`config.mk`:
```
export PLATFORM = sky130hd
export DESIGN_NAME = ringtone_text_parser
export DESIGN_NICKNAME = d
export VERILOG_FILES = /design/src/rtl/rtp_pkg.sv /design/src/rtl/rtp_fifo.sv /design/src/rtl/rtp_front.sv /design/src/rtl/rtp_back.sv /design/src/rtl/ringtone_text_parser.sv
export SDC_FILE = /design/constraint.sdc
export NUM_CORES = 1
export LEC_CHECK = 0
export ABC_AREA = 1
export BUFFER_PORTS_ARGS = -buffer_cell sky130_fd_sc_hd__buf_2
export CORE_MARGIN = 2
export CORE_UTILIZATION = 60
export DETAILED_ROUTE_END_ITERATION = 7
export PLACE_DENSITY_LB_ADDON = 0.12
export SETUP_SLACK_MARGIN = 0.05
export SYNTH_ARGS = -nofsm -noshare
export SYNTH_HDL_FRONTEND = slang
export SYNTH_SLANG_ARGS = --single-unit
```
`constraint.sdc`:
```
create_clock -name clk_i -period 11.61 [get_ports clk_i]
set_input_delay 2.322 -clock clk_i [delete_from_list [all_inputs] [get_ports clk_i]]
set_output_delay 2.322 -clock clk_i [all_outputs]
set_load 0.01 [all_outputs]
```
`src/rtl/rtp_pkg.sv`:
```
// shared types, character codes and lookup tables of the ringtone text parser
// no dependencies
package rtp_pkg;

  localparam logic [1:0] ST_TONE = 2'd0;
  localparam logic [1:0] ST_LAST = 2'd1;
  localparam logic [1:0] ST_ERR  = 2'd2;

  localparam logic [7:0] CH_NUL   = 8'h00;
  localparam logic [7:0] CH_COLON = 8'h3a;
  localparam logic [7:0] CH_COMMA = 8'h2c;
  localparam logic [7:0] CH_EQ    = 8'h3d;
  localparam logic [7:0] CH_SHARP = 8'h23;
  localparam logic [7:0] CH_DOT   = 8'h2e;
  localparam logic [7:0] CH_ZERO  = 8'h30;
  localparam logic [7:0] CH_NINE  = 8'h39;
  localparam logic [7:0] CH_D     = 8'h64;
  localparam logic [7:0] CH_O     = 8'h6f;
  localparam logic [7:0] CH_B     = 8'h62;

  localparam logic [3:0] PAUSE_PITCH = 4'd12;
  localparam logic [9:0] ACC_MAX     = 10'd1023;
  localparam logic [2:0] DEF_LEN_LOG = 3'd2;  // duration 4
  localparam logic [1:0] DEF_OCT_IDX = 2'd2;  // octave 6
  localparam logic [4:0] DEF_TEMPO   = 5'd8;  // 63 bpm
  localparam int unsigned FIFO_DEPTH = 2;

  typedef struct packed {
    logic [1:0] status;
    logic [3:0] pitch;
    logic [1:0] oct;
    logic [2:0] dlog;
    logic       dot;
    logic [4:0] tempo;
    logic [6:0] note;
  } rtp_event_t;

  typedef struct packed {
    logic       hit;
    logic [4:0] idx;
  } rtp_lut_t;

  localparam logic [11:0] PITCH_HZ [4][13] = '{
    '{12'd261, 12'd277, 12'd293, 12'd311, 12'd329, 12'd349, 12'd369,
      12'd392, 12'd415, 12'd440, 12'd466, 12'd493, 12'd0},
    '{12'd523, 12'd554, 12'd587, 12'd622, 12'd659, 12'd698, 12'd739,
      12'd783, 12'd830, 12'd880, 12'd932, 12'd987, 12'd0},
    '{12'd1046, 12'd1108, 12'd1174, 12'd1244, 12'd1318, 12'd1396, 12'd1479,
      12'd1567, 12'd1661, 12'd1760, 12'd1864, 12'd1975, 12'd0},
    '{12'd2093, 12'd2217, 12'd2349, 12'd2489, 12'd2637, 12'd2793, 12'd2959,
      12'd3135, 12'd3322, 12'd3520, 12'd3729, 12'd3951, 12'd0}};

  // whole note in ms for each allowed tempo, 240000 / bpm
  localparam logic [13:0] WHOLE_MS [32] = '{
    14'd9600, 14'd8571, 14'd7741, 14'd6857, 14'd6000, 14'd5333, 14'd4800, 14'd4285,
    14'd3809, 14'd3428, 14'd3000, 14'd2666, 14'd2400, 14'd2142, 14'd1920, 14'd1714,
    14'd1500, 14'd1333, 14'd1200, 14'd1066, 14'd960,  14'd842,  14'd750,  14'd676,
    14'd600,  14'd533,  14'd480,  14'd424,  14'd377,  14'd335,  14'd300,  14'd266};

  function automatic rtp_lut_t tempo_lookup(logic [9:0] v);
    rtp_lut_t r;
    r.hit = 1'b1;
    unique case (v)
      10'd25:  r.idx = 5'd0;  10'd28:  r.idx = 5'd1;  10'd31:  r.idx = 5'd2;
      10'd35:  r.idx = 5'd3;  10'd40:  r.idx = 5'd4;  10'd45:  r.idx = 5'd5;
      10'd50:  r.idx = 5'd6;  10'd56:  r.idx = 5'd7;  10'd63:  r.idx = 5'd8;
      10'd70:  r.idx = 5'd9;  10'd80:  r.idx = 5'd10; 10'd90:  r.idx = 5'd11;
      10'd100: r.idx = 5'd12; 10'd112: r.idx = 5'd13; 10'd125: r.idx = 5'd14;
      10'd140: r.idx = 5'd15; 10'd160: r.idx = 5'd16; 10'd180: r.idx = 5'd17;
      10'd200: r.idx = 5'd18; 10'd225: r.idx = 5'd19; 10'd250: r.idx = 5'd20;
      10'd285: r.idx = 5'd21; 10'd320: r.idx = 5'd22; 10'd355: r.idx = 5'd23;
      10'd400: r.idx = 5'd24; 10'd450: r.idx = 5'd25; 10'd500: r.idx = 5'd26;
      10'd565: r.idx = 5'd27; 10'd635: r.idx = 5'd28; 10'd715: r.idx = 5'd29;
      10'd800: r.idx = 5'd30; 10'd900: r.idx = 5'd31;
      default: begin
        r.hit = 1'b0;
        r.idx = 5'd0;
      end
    endcase
    return r;
  endfunction

  function automatic rtp_lut_t dur_lookup(logic [9:0] v);
    rtp_lut_t r;
    r.hit = 1'b1;
    unique case (v)
      10'd1:  r.idx = 5'd0;
      10'd2:  r.idx = 5'd1;
      10'd4:  r.idx = 5'd2;
      10'd8:  r.idx = 5'd3;
      10'd16: r.idx = 5'd4;
      10'd32: r.idx = 5'd5;
      default: begin
        r.hit = 1'b0;
        r.idx = 5'd0;
      end
    endcase
    return r;
  endfunction

  function automatic rtp_lut_t letter_lookup(logic [7:0] c);
    rtp_lut_t r;
    r.hit = 1'b1;
    unique case (c)
      8'h63: r.idx = 5'd0;
      8'h64: r.idx = 5'd2;
      8'h65: r.idx = 5'd4;
      8'h66: r.idx = 5'd5;
      8'h67: r.idx = 5'd7;
      8'h61: r.idx = 5'd9;
      8'h62, 8'h68: r.idx = 5'd11;
      8'h70: r.idx = 5'(PAUSE_PITCH);
      default: begin
        r.hit = 1'b0;
        r.idx = 5'd0;
      end
    endcase
    return r;
  endfunction

  // decimal accumulate with saturation
  function automatic logic [9:0] acc_next(logic [9:0] acc, logic [3:0] dig);
    logic [13:0] v;
    v = 14'({acc, 3'b000}) + 14'({acc, 1'b0}) + 14'(dig);
    return (v > 14'(ACC_MAX)) ? ACC_MAX : v[9:0];
  endfunction

endpackage

```
`src/rtl/rtp_fifo.sv`:
```
// small two-pointer queue between the parser front and the tone back end
// depends on rtp_pkg for the depth
module rtp_fifo import rtp_pkg::*; #(
  parameter type T = rtp_event_t
) (
  input  logic clk_i,
  input  logic rst_ni,
  input  logic push_i,
  input  T     data_i,
  input  logic pop_i,
  output T     data_o,
  output logic full_o,
  output logic empty_o
);
  localparam int unsigned PW = (FIFO_DEPTH > 1) ? $clog2(FIFO_DEPTH) : 1;
  localparam int unsigned CW = $clog2(FIFO_DEPTH + 1);

  T                mem_q [FIFO_DEPTH];
  logic [PW-1:0]   wr_q, wr_d, rd_q, rd_d;
  logic [CW-1:0]   cnt_q, cnt_d;
  logic            do_push, do_pop;

  assign full_o  = (cnt_q == CW'(FIFO_DEPTH));
  assign empty_o = (cnt_q == '0);
  assign do_push = push_i && !full_o;
  assign do_pop  = pop_i && !empty_o;
  assign data_o  = mem_q[rd_q];

  always_comb begin
    wr_d  = wr_q;
    rd_d  = rd_q;
    cnt_d = cnt_q;
    if (do_push) begin
      wr_d = (wr_q == PW'(FIFO_DEPTH - 1)) ? '0 : wr_q + PW'(1);
    end
    if (do_pop) begin
      rd_d = (rd_q == PW'(FIFO_DEPTH - 1)) ? '0 : rd_q + PW'(1);
    end
    if (do_push && !do_pop) begin
      cnt_d = cnt_q + CW'(1);
    end else if (do_pop && !do_push) begin
      cnt_d = cnt_q - CW'(1);
    end
  end

  always_ff @(posedge clk_i or negedge rst_ni) begin
    if (!rst_ni) begin
      wr_q  <= '0;
      rd_q  <= '0;
      cnt_q <= '0;
    end else begin
      wr_q  <= wr_d;
      rd_q  <= rd_d;
      cnt_q <= cnt_d;
    end
  end

  always_ff @(posedge clk_i) begin
    if (do_push) begin
      mem_q[wr_q] <= data_i;
    end
  end
endmodule

```
`src/rtl/rtp_front.sv`:
```
// parser front: walks the song text one byte at a time and emits tone events
// depends on rtp_pkg for character codes, lookups and the event type
module rtp_front import rtp_pkg::*; #(
  parameter int unsigned MAX_NOTES   = 128,
  parameter int unsigned TITLE_LIMIT = 10
) (
  input  logic       clk_i,
  input  logic       rst_ni,
  input  logic       take_i,
  input  logic [7:0] char_i,
  output logic       ev_push_o,
  output rtp_event_t ev_o
);
  localparam int unsigned TW = $clog2(TITLE_LIMIT + 1);
  localparam int unsigned CW = $clog2(MAX_NOTES + 1);

  typedef enum logic [3:0] {
    PH_TITLE, PH_KEY, PH_EQ, PH_FIRST, PH_NUM, PH_TSTART, PH_TDUR,
    PH_TLETTER, PH_TOCT, PH_TDOT, PH_SKIP
  } phase_e;

  phase_e        ph_q, ph_d;
  logic [TW-1:0] tcnt_q, tcnt_d;
  logic [1:0]    slot_q, slot_d;
  logic [9:0]    acc_q, acc_d;
  logic [2:0]    dlen_q, dlen_d, tlen_q, tlen_d;
  logic [1:0]    doct_q, doct_d, toct_q, toct_d;
  logic          tlen_set_q, tlen_set_d, toct_set_q, toct_set_d;
  logic [4:0]    tempo_q, tempo_d;
  logic [3:0]    pitch_q, pitch_d;
  logic          dot_q, dot_d;
  logic [CW-1:0] cnt_q, cnt_d;

  logic          is_dig, do_fail, do_end, do_next, do_letter, restart;
  logic [3:0]    dig;
  logic [7:0]    key, delim;
  logic [8:0]    cnt_ext;
  rtp_lut_t      dur_r, tmp_r, let_r;

  assign is_dig  = (char_i >= CH_ZERO) && (char_i <= CH_NINE);
  assign dig     = char_i[3:0];
  assign key     = (slot_q == 2'd0) ? CH_D : ((slot_q == 2'd1) ? CH_O : CH_B);
  assign delim   = (slot_q >= 2'd2) ? CH_COLON : CH_COMMA;
  assign dur_r   = dur_lookup(acc_q);
  assign tmp_r   = tempo_lookup(acc_q);
  assign let_r   = letter_lookup(char_i);
  assign cnt_ext = 9'(cnt_q);

  always_comb begin
    ph_d = ph_q; tcnt_d = tcnt_q; slot_d = slot_q; acc_d = acc_q;
    dlen_d = dlen_q; doct_d = doct_q; tempo_d = tempo_q;
    tlen_d = tlen_q; tlen_set_d = tlen_set_q; toct_d = toct_q; toct_set_d = toct_set_q;
    pitch_d = pitch_q; dot_d = dot_q; cnt_d = cnt_q;
    do_fail = 1'b0; do_end = 1'b0; do_next = 1'b0; do_letter = 1'b0; restart = 1'b0;
    ev_push_o = 1'b0;
    ev_o = '0;
    if (take_i) begin
      unique case (ph_q)
        PH_TITLE: begin
          if (char_i == CH_COLON) begin
            slot_d = 2'd0;
            ph_d = PH_KEY;
          end else if (char_i != CH_NUL && tcnt_q < TW'(TITLE_LIMIT)) begin
            tcnt_d = tcnt_q + TW'(1);
          end else begin
            do_fail = 1'b1;
          end
        end
        PH_KEY: begin
          if (char_i == key) ph_d = PH_EQ;
          else if (char_i == delim) do_next = 1'b1;
          else do_fail = 1'b1;
        end
        PH_EQ: begin
          if (char_i == CH_EQ) ph_d = PH_FIRST;
          else do_fail = 1'b1;
        end
        PH_FIRST: begin
          if (is_dig) begin
            acc_d = 10'(dig);
            ph_d = PH_NUM;
          end else begin
            do_fail = 1'b1;
          end
        end
        PH_NUM: begin
          if (is_dig) begin
            acc_d = acc_next(acc_q, dig);
          end else if (char_i != delim) begin
            do_fail = 1'b1;
          end else begin
            unique case (slot_q)
              2'd0: begin
                if (dur_r.hit) dlen_d = dur_r.idx[2:0];
                else do_fail = 1'b1;
              end
              2'd1: begin
                if (acc_q >= 10'd4 && acc_q <= 10'd7) doct_d = acc_q[1:0];
                else do_fail = 1'b1;
              end
              default: begin
                if (tmp_r.hit) tempo_d = tmp_r.idx;
                else do_fail = 1'b1;
              end
            endcase
            do_next = !do_fail;
          end
        end
        PH_TSTART: begin
          if (cnt_q >= CW'(MAX_NOTES)) do_fail = 1'b1;
          else if (is_dig) begin
            acc_d = 10'(dig);
            ph_d = PH_TDUR;
          end else do_letter = 1'b1;
        end
        PH_TDUR: begin
          if (is_dig) acc_d = acc_next(acc_q, dig);
          else if (!dur_r.hit) do_fail = 1'b1;
          else begin
            tlen_d = dur_r.idx[2:0];
            tlen_set_d = 1'b1;
            do_letter = 1'b1;
          end
        end
        PH_TLETTER: begin
          if (char_i == CH_SHARP && (pitch_q == 4'd0 || pitch_q == 4'd2 ||
              pitch_q == 4'd5 || pitch_q == 4'd7 || pitch_q == 4'd9)) begin
            pitch_d = pitch_q + 4'd1;
          end else if (is_dig) begin
            acc_d = 10'(dig);
            ph_d = PH_TOCT;
          end else if (char_i == CH_DOT) begin
            dot_d = 1'b1;
            ph_d = PH_TDOT;
          end else do_end = 1'b1;
        end
        PH_TOCT: begin
          if (is_dig) acc_d = acc_next(acc_q, dig);
          else if (acc_q < 10'd4 || acc_q > 10'd7) do_fail = 1'b1;
          else begin
            toct_d = acc_q[1:0];
            toct_set_d = 1'b1;
            if (char_i == CH_DOT) begin
              dot_d = 1'b1;
              ph_d = PH_TDOT;
            end else do_end = 1'b1;
          end
        end
        PH_TDOT: do_end = 1'b1;
        PH_SKIP: begin
          if (char_i == CH_NUL) restart = 1'b1;
        end
        default: do_fail = 1'b1;
      endcase

      if (do_letter) begin
        if (let_r.hit) begin
          pitch_d = let_r.idx[3:0];
          ph_d = PH_TLETTER;
        end else do_fail = 1'b1;
      end

      if (do_next) begin
        if (slot_q < 2'd2) begin
          slot_d = slot_q + 2'd1;
          ph_d = PH_KEY;
        end else begin
          tlen_d = '0; tlen_set_d = 1'b0; toct_d = '0; toct_set_d = 1'b0;
          pitch_d = '0; dot_d = 1'b0; acc_d = '0;
          ph_d = PH_TSTART;
        end
      end

      if (do_end) begin
        if (char_i != CH_COMMA && char_i != CH_NUL) begin
          do_fail = 1'b1;
        end else begin
          ev_push_o = 1'b1;
          ev_o.status = (char_i == CH_NUL) ? ST_LAST : ST_TONE;
          ev_o.pitch  = pitch_d;
          ev_o.oct    = toct_set_d ? toct_d : doct_q;
          ev_o.dlog   = tlen_set_d ? tlen_d : dlen_q;
          ev_o.dot    = dot_d;
          ev_o.tempo  = tempo_q;
          ev_o.note   = cnt_ext[6:0];
          if (char_i == CH_NUL) restart = 1'b1;
          else begin
            cnt_d = cnt_q + CW'(1);
            tlen_d = '0; tlen_set_d = 1'b0; toct_d = '0; toct_set_d = 1'b0;
            pitch_d = '0; dot_d = 1'b0; acc_d = '0;
            ph_d = PH_TSTART;
          end
        end
      end

      if (do_fail) begin
        ev_push_o = 1'b1;
        ev_o = '0;
        ev_o.status = ST_ERR;
        if (char_i == CH_NUL) restart = 1'b1;
        else ph_d = PH_SKIP;
      end

      if (restart) begin
        ph_d = PH_TITLE; tcnt_d = '0; slot_d = '0; acc_d = '0;
        dlen_d = DEF_LEN_LOG; doct_d = DEF_OCT_IDX; tempo_d = DEF_TEMPO;
        tlen_d = '0; tlen_set_d = 1'b0; toct_d = '0; toct_set_d = 1'b0;
        pitch_d = '0; dot_d = 1'b0; cnt_d = '0;
      end
    end
  end

  always_ff @(posedge clk_i or negedge rst_ni) begin
    if (!rst_ni) begin
      ph_q <= PH_TITLE; tcnt_q <= '0; slot_q <= '0; acc_q <= '0;
      dlen_q <= DEF_LEN_LOG; doct_q <= DEF_OCT_IDX; tempo_q <= DEF_TEMPO;
      tlen_q <= '0; tlen_set_q <= 1'b0; toct_q <= '0; toct_set_q <= 1'b0;
      pitch_q <= '0; dot_q <= 1'b0; cnt_q <= '0;
    end else begin
      ph_q <= ph_d; tcnt_q <= tcnt_d; slot_q <= slot_d; acc_q <= acc_d;
      dlen_q <= dlen_d; doct_q <= doct_d; tempo_q <= tempo_d;
      tlen_q <= tlen_d; tlen_set_q <= tlen_set_d; toct_q <= toct_d;
      toct_set_q <= toct_set_d; pitch_q <= pitch_d; dot_q <= dot_d; cnt_q <= cnt_d;
    end
  end
endmodule

```
`src/rtl/rtp_back.sv`:
```
// tone back end: turns a queued event into frequency and length, holds the result
// depends on rtp_pkg for the event type and the pitch and tempo tables
module rtp_back import rtp_pkg::*; (
  input  logic        clk_i,
  input  logic        rst_ni,
  input  rtp_event_t  ev_i,
  input  logic        ev_avail_i,
  output logic        ev_take_o,
  input  logic        pop_i,
  output logic        empty_o,
  output logic [11:0] frequency_hz_o,
  output logic [13:0] length_ms_o,
  output logic [6:0]  note_number_o,
  output logic [1:0]  status_o
);
  logic        valid_q;
  logic [13:0] whole, base, half;
  logic [11:0] freq;
  logic        is_err;

  assign is_err    = (ev_i.status == ST_ERR);
  assign whole     = WHOLE_MS[ev_i.tempo];
  assign base      = whole >> ev_i.dlog;
  assign half      = ev_i.dot ? (whole >> (ev_i.dlog + 3'd1)) : 14'd0;
  assign freq      = PITCH_HZ[ev_i.oct][(ev_i.pitch > PAUSE_PITCH) ? PAUSE_PITCH : ev_i.pitch];
  assign ev_take_o = ev_avail_i && (!valid_q || pop_i);
  assign empty_o   = !valid_q;

  always_ff @(posedge clk_i or negedge rst_ni) begin
    if (!rst_ni) begin
      valid_q <= 1'b0;
    end else if (ev_take_o) begin
      valid_q <= 1'b1;
    end else if (pop_i) begin
      valid_q <= 1'b0;
    end
  end

  always_ff @(posedge clk_i) begin
    if (ev_take_o) begin
      frequency_hz_o <= is_err ? 12'd0 : freq;
      length_ms_o    <= is_err ? 14'd0 : base + half;
      note_number_o  <= is_err ? 7'd0 : ev_i.note;
      status_o       <= ev_i.status;
    end
  end
endmodule

```
`src/rtl/ringtone_text_parser.sv`:
```
// ringtone text parser: one text byte per cycle while not full, one result per closed tone or error
// a result passes through the event queue and then the output register after the byte that closes the tone
// throughput: one byte each cycle, limited only by the result side draining
// the front parser, a two-entry event queue and the output register decouple the sides
// reset: asynchronous active low, restarts parsing at the title with default settings
module ringtone_text_parser import rtp_pkg::*; #(
  parameter int unsigned MAX_NOTES   = 128,
  parameter int unsigned TITLE_LIMIT = 10
) (
  input  logic        clk_i,
  input  logic        rst_ni,
  input  logic        push,
  output logic        full,
  input  logic [7:0]  char_code_i,
  output logic        empty,
  input  logic        pop,
  output logic [11:0] frequency_hz_o,
  output logic [13:0] length_ms_o,
  output logic [6:0]  note_number_o,
  output logic [1:0]  status_o
);
  logic       take, ev_push, q_empty, q_pop;
  rtp_event_t ev_in, ev_out;

  assign take = push && !full;

  rtp_front #(.MAX_NOTES(MAX_NOTES), .TITLE_LIMIT(TITLE_LIMIT)) u_front (
    .clk_i, .rst_ni, .take_i(take), .char_i(char_code_i),
    .ev_push_o(ev_push), .ev_o(ev_in)
  );

  rtp_fifo #(.T(rtp_event_t)) u_fifo (
    .clk_i, .rst_ni, .push_i(ev_push), .data_i(ev_in), .pop_i(q_pop),
    .data_o(ev_out), .full_o(full), .empty_o(q_empty)
  );

  rtp_back u_back (
    .clk_i, .rst_ni, .ev_i(ev_out), .ev_avail_i(!q_empty), .ev_take_o(q_pop),
    .pop_i(pop), .empty_o(empty), .frequency_hz_o, .length_ms_o,
    .note_number_o, .status_o
  );
endmodule

```
# [After elaboration in Yosys (flattened, before gate mapping)]
# Memory sizes are Yosys's and may differ from the RTL's.
# Index checks and enable logic that the tools add are counted.
[totals] ff_bits=90 latchBits=0 ramBits=48 romBits=448 input_bits=12 out_inout_bits=37 elab_cells=401 memories=2
[mem_list] name="(name not given)" words=32 word_bits=14 read_ports=1 rd_clocked_by_memory_dff=0 write_ports=0 line_no="rtp_back.sv:22" source="assign whole = WHOLE_MS[ev_i.tempo];"
[mem_list] name="u_fifo.mem_q" words=2 word_bits=24 read_ports=1 rd_clocked_by_memory_dff=0 write_ports=1 line_no="rtp_fifo.sv:18" source="T mem_q [FIFO_DEPTH];"
[op_classes] n_addsub=12 n_mul=0 n_div=0 n_lt_le_gt_ge=15 n_eq_ne=78 n_shift=2 muxes=215 n_bitwise=3 n_reduce_logical=52
[op_table] operator="$bmux 156 s2" n=1
[op_table] operator="$mux 156" n=2
[op_table] operator="$pmux 5 s31" n=1
[op_table] operator="$mux 4" n=36
[op_table] operator="$mux 10" n=11
[op_table] operator="$mux 24" n=4
[op_table] operator="$mux 1" n=92
[op_table] operator="$eq 8x7->1 const B" n=9
[op_table] operator="$eq 10x6->1 const B" n=7
[op_table] operator="$eq 10x7->1 const B" n=6
[op_table] operator="$eq 10x8->1 const B" n=6
[op_table] operator="$eq 10x9->1 const B" n=6
[op_table] operator="$pmux 4 s7" n=2
[op_table] operator="$mux 3" n=17
[op_table] operator="$eq 10x10->1 const B" n=5
[op_table] operator="$bmux 12 s4" n=1
[op_table] operator="$mux 2" n=23
[op_table] operator="$mux 14" n=3
[op_table] operator="$eq 10x5->1 const B" n=4
[op_table] operator="$mux 8" n=5
[op_table] operator="$pmux 10 s4" n=1
[op_table] operator="$mux 5" n=7
[op_table] operator="$eq 8x6->1 const B" n=4
[op_table] operator="$reduce_or 32->1" n=1
[op_table] operator="other kinds (62)" n=123

# [Logic depth before layout (Yosys ltp)]
[depth] ltp_word=24 mapped_depth=28 mapped_depth_nobuf=27

# [Modules after synthesis]
# A second synthesis with hierarchy kept.
[unflattened] hier_cells=1733 area_unflattened_um2=11537.3
[modules_own_cells] module="rtp_front" instances=1 cells_each=886 area_per_inst_um2=5307.6 seq_area_each_um2=1255.0
[modules_own_cells] module="rtp_back" instances=1 cells_each=687 area_per_inst_um2=4230.3 seq_area_each_um2=1076.0
[modules_own_cells] module="rtp_fifo" instances=1 cells_each=157 area_per_inst_um2=1985.7 seq_area_each_um2=1541.5
[modules_own_cells] module="ringtone_text_parser" instances=1 cells_each=3 area_per_inst_um2=13.8 seq_area_each_um2=0.0

# [Least setup slack after synthesis]
# OpenSTA, ideal clock, no wires.
[synth_timing] path_type="input to register" start="in pop" end="reg u_fifo.cnt_q[1]" setup_ps=131 t_arrival_ps=5101 t_required_ps=11479 slack_ps=6378 stages=7 path_buffers=0 path_cell_list="nor2_1 a21oi_1 inv_1 ha_1 a21oi_1 o21ai_0 xor2_1"
[synth_between] elab_chain_len=6 word_cells_on_any_way=8 cone_classes="mux: 1; reduce/logical: 7"
[synth_rtl] item="start, declared" line_no="ringtone_text_parser.sv:16" source="input logic pop,"
[synth_rtl] item="$logic_or 1x1->1 *" line_no="rtp_back.sv:26" source="assign ev_take_o = ev_avail_i && (!valid_q || pop_i);"
[synth_rtl] item="$logic_and 1x1->1 *" line_no="rtp_back.sv:26"
[synth_rtl] item="net q_pop" line_no="ringtone_text_parser.sv:22" source="logic take, ev_push, q_empty, q_pop;"
[synth_rtl] item="$logic_and 1x1->1 *" line_no="rtp_fifo.sv:26" source="assign do_pop = pop_i && !empty_o;"
[synth_rtl] item="$logic_not 1->1" line_no="rtp_fifo.sv:39" source="if (do_push && !do_pop) begin"
[synth_rtl] item="$logic_and 1x1->1" line_no="rtp_fifo.sv:39"
[synth_rtl] item="$mux 2 / $reduce_bool 2->1 (equally long branches)"
[synth_rtl] item="end signal, assigned" line_no="rtp_fifo.sv:54" source="cnt_q <= cnt_d;"
[synth_rtl] item="end, declared" line_no="rtp_fifo.sv:20" source="logic [CW-1:0] cnt_q, cnt_d;"
# The timed path passes the listed nets; every way through them passes the cells marked *.
# A chain may end at the register's enable or synchronous reset.

# [Worst setup path in the final report]
[layout_timing] start="reg u_fifo.rd_q" end="reg u_back.length_ms_o[8], data pin"
[layout_between] elab_chain_len=8 word_cells_on_any_way=11 cone_classes="add/sub: 2; eq/ne: 1; shift: 2; mux: 3; bitwise: 1; memory: 2"
[layout_rtl] item="start, declared" line_no="rtp_fifo.sv:19" source="logic [PW-1:0] wr_q, wr_d, rd_q, rd_d;"
[layout_rtl] item="start signal, assigned" line_no="rtp_fifo.sv:53" source="rd_q <= rd_d;"
[layout_rtl] item="$mem_v2 2x24 *"
[layout_rtl] item="$not 5->6 (not written as such)" line_no="rtp_back.sv:22"
[layout_rtl] item="$mem_v2 32x14"
[layout_rtl] item="$mux 14 (not written as such) (2 in series)" line_no="rtp_back.sv:22"
[layout_rtl] item="$shr 14x3->14" line_no="rtp_back.sv:24" source="assign half = ev_i.dot ? (whole >> (ev_i.dlog + 3'd1)) : 14'd0;"
[layout_rtl] item="$mux 14" line_no="rtp_back.sv:24"
[layout_rtl] item="$add 14x14->14" line_no="rtp_back.sv:42" source="length_ms_o <= is_err ? 14'd0 : base + half;"
[layout_rtl] item="end signal, assigned" line_no="rtp_back.sv:42"
[layout_rtl] item="end, declared" line_no="rtp_back.sv:12" source="output logic [13:0] length_ms_o,"
# Every way passes the cells marked *; elsewhere a longest branch is shown, timed or not. The select of a mux whose other input is x is not followed.

==> metrics.log <==
INFO  metric antenna_left = 0
INFO  metric drc = 0
INFO  metric tritoncts.num_buffers = 17
INFO  metric internal_power = 0.001880 W
INFO  metric gr-usage-all-layers = 0.2958
INFO  metric dominantRegCellSynth = sky130_fd_sc_hd__edfxtp_1
INFO  metric finalSetupViolCount = 0
INFO  metric dieArea = around 0.020 sq mm
INFO  metric period_needed = 5535 ps
INFO  metric critPathSlowestCell = sky130_fd_sc_hd__dfrtp_1
INFO  metric grt_pass1_vias = between 10000 and 15000
INFO  metric floorplan.core_area = 0.01809 sq mm
INFO  metric synth_cell_type_count = 63
INFO  metric end_kind = flop
INFO  metric wirelength = 28140 um
INFO  metric combPwrFrac = 0.647
INFO  metric cp.arrival = ~5800 ps
INFO  metric num_antenna_cells = 0
INFO  metric post_route_cells_drive_above_1_share = 0.1074
INFO  metric final.fill_count = about 1600
INFO  metric clk_pin_slew = 70 ps
INFO  metric crit_fanout = 33
INFO  metric async_sr_flop_fraction = 0.3986
INFO  metric cts-resized-gates = 0
INFO  metric postSynthAreaPerCell = 7.058 sq um
INFO  metric sw_frac_of_total = 0.5246
INFO  metric mappedNetlistNets = 1654
INFO  metric route.detailed.vias_per_inst = about 5.8
INFO  metric cp_num_buf_inv = 4
INFO  metric run_status = complete, no violations
INFO  metric placement.io_buffers = 48
INFO  metric post-cts-setup-buffers = 0
INFO  metric clock-root-buffer = sky130_fd_sc_hd__clkbuf_16
INFO  metric worstHoldPathCells = 2
INFO  metric finish.net_count = approximately 1700
INFO  metric largest_net_degree_at_the_start_of_global_routing = 56
INFO  metric final_hold_viol_count = 0
INFO  metric grt-busiest-layer = met2
INFO  metric worst-setup-path-type = reg2reg
INFO  metric crit_top_cell = sky130_fd_sc_hd__nand2_1
INFO  metric grt_util_met2 = 0.5018
INFO  metric final_util = 0.6661
INFO  metric power.switching = 0.002074 W
INFO  metric fin_tns_setup = 0 ps
INFO  metric grt_util_met3 = 0.04137
INFO  metric max_freq = 180.7 MHz
INFO  metric hpwl = 21130 um
INFO  metric die_h = 140.4 um
INFO  metric clock_buffer_depth = 2
INFO  metric layout_worst_path_cycle_share = 0.4768
INFO  metric worstHoldPathType = reg2reg
INFO  metric rows = 49
INFO  metric yosysTopAreaCell = sky130_fd_sc_hd__edfxtp_1
INFO  metric synth.cell_area = 0.01117 sq mm
INFO  metric cpPeakStageDelay = 1030 ps
INFO  metric antenna_found_initial = 0
INFO  metric globalplace.congestion = 0.9894
INFO  metric maxCapViolCount = 0
INFO  metric synth_commonest_cells = sky130_fd_sc_hd__nand2_1 (432), sky130_fd_sc_hd__nor2_1 (176), sky130_fd_sc_hd__inv_1 (152)
INFO  metric post-synth-top-area-fraction = 0.2232
INFO  metric clock_sinks = 138
INFO  metric synth_area_leaders = sky130_fd_sc_hd__edfxtp_1 (22%), sky130_fd_sc_hd__nand2_1 (15%), sky130_fd_sc_hd__dfrtp_1 (12%)
INFO  metric global_route_wire_length_before_repair = approximately 48000 um
INFO  metric htree_levels = 4
INFO  metric initial_core_util = 0.6174
INFO  metric critical_path.startpoint_type = flop
INFO  metric io_pins = 49
INFO  metric timing.critical_path.max_delay_family = compound AO/OA/AOI/OAI gates
INFO  metric worstSkewPairLatency = 420 ps
INFO  metric postSynthCellCount = 1582
INFO  metric critical_path.cell_chain = inv_2, or2_1, o21ai_2, inv_2, ha_1, inv_1, o21ai_0, o21ai_1, ha_1, inv_1, fa_1, o31ai_1, nand2_1, nand2_1, nand2_1, a21boi_0, o21ai_0, nand2_1, o21ai_0, a21oi_1
INFO  metric tightest_slew = 1177 ps
INFO  metric rsz0062_at_grt = no
INFO  metric final_max_slew_viol_count = 0
INFO  metric detail_route.iter0.violations = 932
INFO  metric seq_power_share = 0.224
INFO  metric drt_pass1_iterations = 6
INFO  metric worst_r2r_path_depth = 20
INFO  metric global_route.overflow_total = 0
INFO  metric hold_buffers = 0
INFO  metric syn_to_final_growth = 7.900%
INFO  metric synth.most_common_cell = sky130_fd_sc_hd__nand2_1
INFO  metric post_synth_edffs = 83
INFO  metric yosys_warnings = 0
INFO  metric die-width = ~140 um
INFO  metric drt-wirelength-per-cell = about 15 um
INFO  metric vias = 10712
INFO  metric power.density = approximately 330 mW/mm^2
INFO  metric worst_clock_skew = 14.81 ps
INFO  metric crit_required = 11880 ps
INFO  metric grt_util_met1 = 0.3931
INFO  metric cp.depth = 20
INFO  metric leakage = about 5.7 nW
INFO  metric timing.max_slew.rel_slack = 0.2147
INFO  metric tritoncts = built
INFO  metric sequential_to_total_area_share_from_yosys_stat = 0.3468
INFO  metric synth-seq-cells = around 140
INFO  metric clockPowerShare = 0.129
INFO  metric ir_drop = roughly 0.16 mV
[per-stage QoR]
stage / instances / worst slack [ps] / instance area [sq um] / hold WS (ps) / power [W]
after floorplan: 1582 / 6378 / 11170 / 441.9 / 0.002841
after CTS: 1849 / 6088 / 12050 / 491.4 / 0.003934
after global routing: 1849 / 5388 / 12050 / 513.7 / 0.004369
after detailed placement: 1817 / 6116 / 11490 / 471.7 / 0.003407
final: 1849 / 6075 / 12050 / 494.6 / 0.003954
after global placement: 1817 / 6306 / 11490 / 454.2 / 0.003391
[kinds of logic after synthesis]
family / share of synthesized area
compound gates: 0.1600
xor+xnor: 0.01255
fa+ha+maj: 0.06925
buf+inv: 0.08135
flops: 0.3468
mux: 0.001793
simple gates: 0.3282
[flip-flops by register name (all words and copies together) (netlist names), 2 cells and up]
signal	flops
u_front.ph_q	4
u_back.frequency_hz_o	12
u_front.slot_q	2
u_back.note_number_o	7
u_fifo.mem_q	48
u_front.doct_q	2
u_fifo.cnt_q	2
u_back.length_ms_o	14
u_front.pitch_q	4
u_back.status_o	2
u_front.tlen_q	3
u_front.cnt_q	8
u_front.tcnt_q	4
u_front.tempo_q	5
u_front.acc_q	10
u_front.toct_q	2
u_front.dlen_q	3
[path summary, 6_finish.rpt]
path	start	end	slack, ps
setup / recovery	u_fifo.rd_q	u_back.length_ms_o[8]	6070
hold / removal	u_front.tempo_q[3]	u_front.tempo_q[3]	490
setup reg to reg	u_fifo.rd_q	u_back.length_ms_o[8]	6070
hold reg to reg	u_front.tempo_q[3]	u_front.tempo_q[3]	490
max in group asynchronous	rst_ni	u_front.toct_q[1]	9070
min in group asynchronous	rst_ni	u_front.acc_q[9]	2040
[layout by cell type (no fill, tap or decap), types with 4 or more instances in the layout]
| cell type | instances |
|---|---|
| sky130_fd_sc_hd__a21oi_1 | 96 |
| sky130_fd_sc_hd__a22oi_1 | 8 |
| sky130_fd_sc_hd__a31oi_1 | 4 |
| sky130_fd_sc_hd__buf_2 | 48 |
| sky130_fd_sc_hd__buf_4 | 5 |
| sky130_fd_sc_hd__clkbuf_16 | 17 |
| sky130_fd_sc_hd__clkinv_4 | 4 |
| sky130_fd_sc_hd__dfrtp_1 | 52 |
| sky130_fd_sc_hd__edfxtp_1 | 83 |
| sky130_fd_sc_hd__ha_1 | 57 |
| sky130_fd_sc_hd__inv_1 | 152 |
| sky130_fd_sc_hd__inv_2 | 18 |
| sky130_fd_sc_hd__inv_6 | 5 |
| sky130_fd_sc_hd__nand2_1 | 432 |
| sky130_fd_sc_hd__nand2_2 | 16 |
| sky130_fd_sc_hd__nand3_1 | 133 |
| sky130_fd_sc_hd__nand4_1 | 25 |
| sky130_fd_sc_hd__nor2_1 | 175 |
| sky130_fd_sc_hd__nor2_2 | 16 |
| sky130_fd_sc_hd__nor3_1 | 12 |
| sky130_fd_sc_hd__o2111ai_1 | 4 |
| sky130_fd_sc_hd__o211ai_1 | 22 |
| sky130_fd_sc_hd__o21a_1 | 5 |
| sky130_fd_sc_hd__o21ai_0 | 84 |
| sky130_fd_sc_hd__o21ai_1 | 26 |
| sky130_fd_sc_hd__o21ai_2 | 12 |
| sky130_fd_sc_hd__o22ai_1 | 11 |
| sky130_fd_sc_hd__o31ai_1 | 8 |
| sky130_fd_sc_hd__or2_2 | 9 |
| sky130_fd_sc_hd__xnor2_1 | 4 |
| sky130_fd_sc_hd__xor2_1 | 12 |
[cell type report]
| class | count | area, sq um | area share |
|---|---|---|---|
| Clock buffer | 18 | 429.2 | 0.03562 |
| Clock inverter | 14 | 127.6 | 0.01059 |
| Inverter | 173 | 651.9 | 0.05411 |
| Multi-Input combinational cell | 1224 | 6402 | 0.5314 |
| Sequential cell | 138 | 3872 | 0.3214 |
| Tap cell | 229 | 286.5 | 0.02378 |
| Timing Repair Buffer | 53 | 277.8 | 0.02306 |
[per-layer routing]
| metal | wire (um) | vias to the layer above |
|---|---|---|
| li1 | - | 5369 |
| met1 | 12330 | 4908 |
| met2 | 13620 | 384 |
| met3 | 1520 | 51 |
| met4 | 665 | 0 |
| met5 | 0 | - |
[power by group through the flow]
stage / Sequential, W / Clock [W] / Combinational (W)
2_1_floorplan: 0.000882 / 0 / 0.00196
5_1_grt: 0.000907 / 0.000537 / 0.00292
3_3_place_gp: 0.000889 / 0 / 0.00250
3_5_place_dp: 0.000893 / 0 / 0.00251
6_report: 0.000885 / 0.000511 / 0.00256
4_1_cts: 0.000885 / 0.000517 / 0.00253
[worst reg2reg max path: cells and delay by family (launching register included)]
family / cells / cell delay [ps]
DFF: 1 / 1030
buffers and inverters: 4 / 1120
and+or+nand+nor: 5 / 640
AOI/OAI and AO/OA: 8 / 1560
adders and majority gates: 3 / 1050
Note: power is estimated with default switching activity, not from simulation.
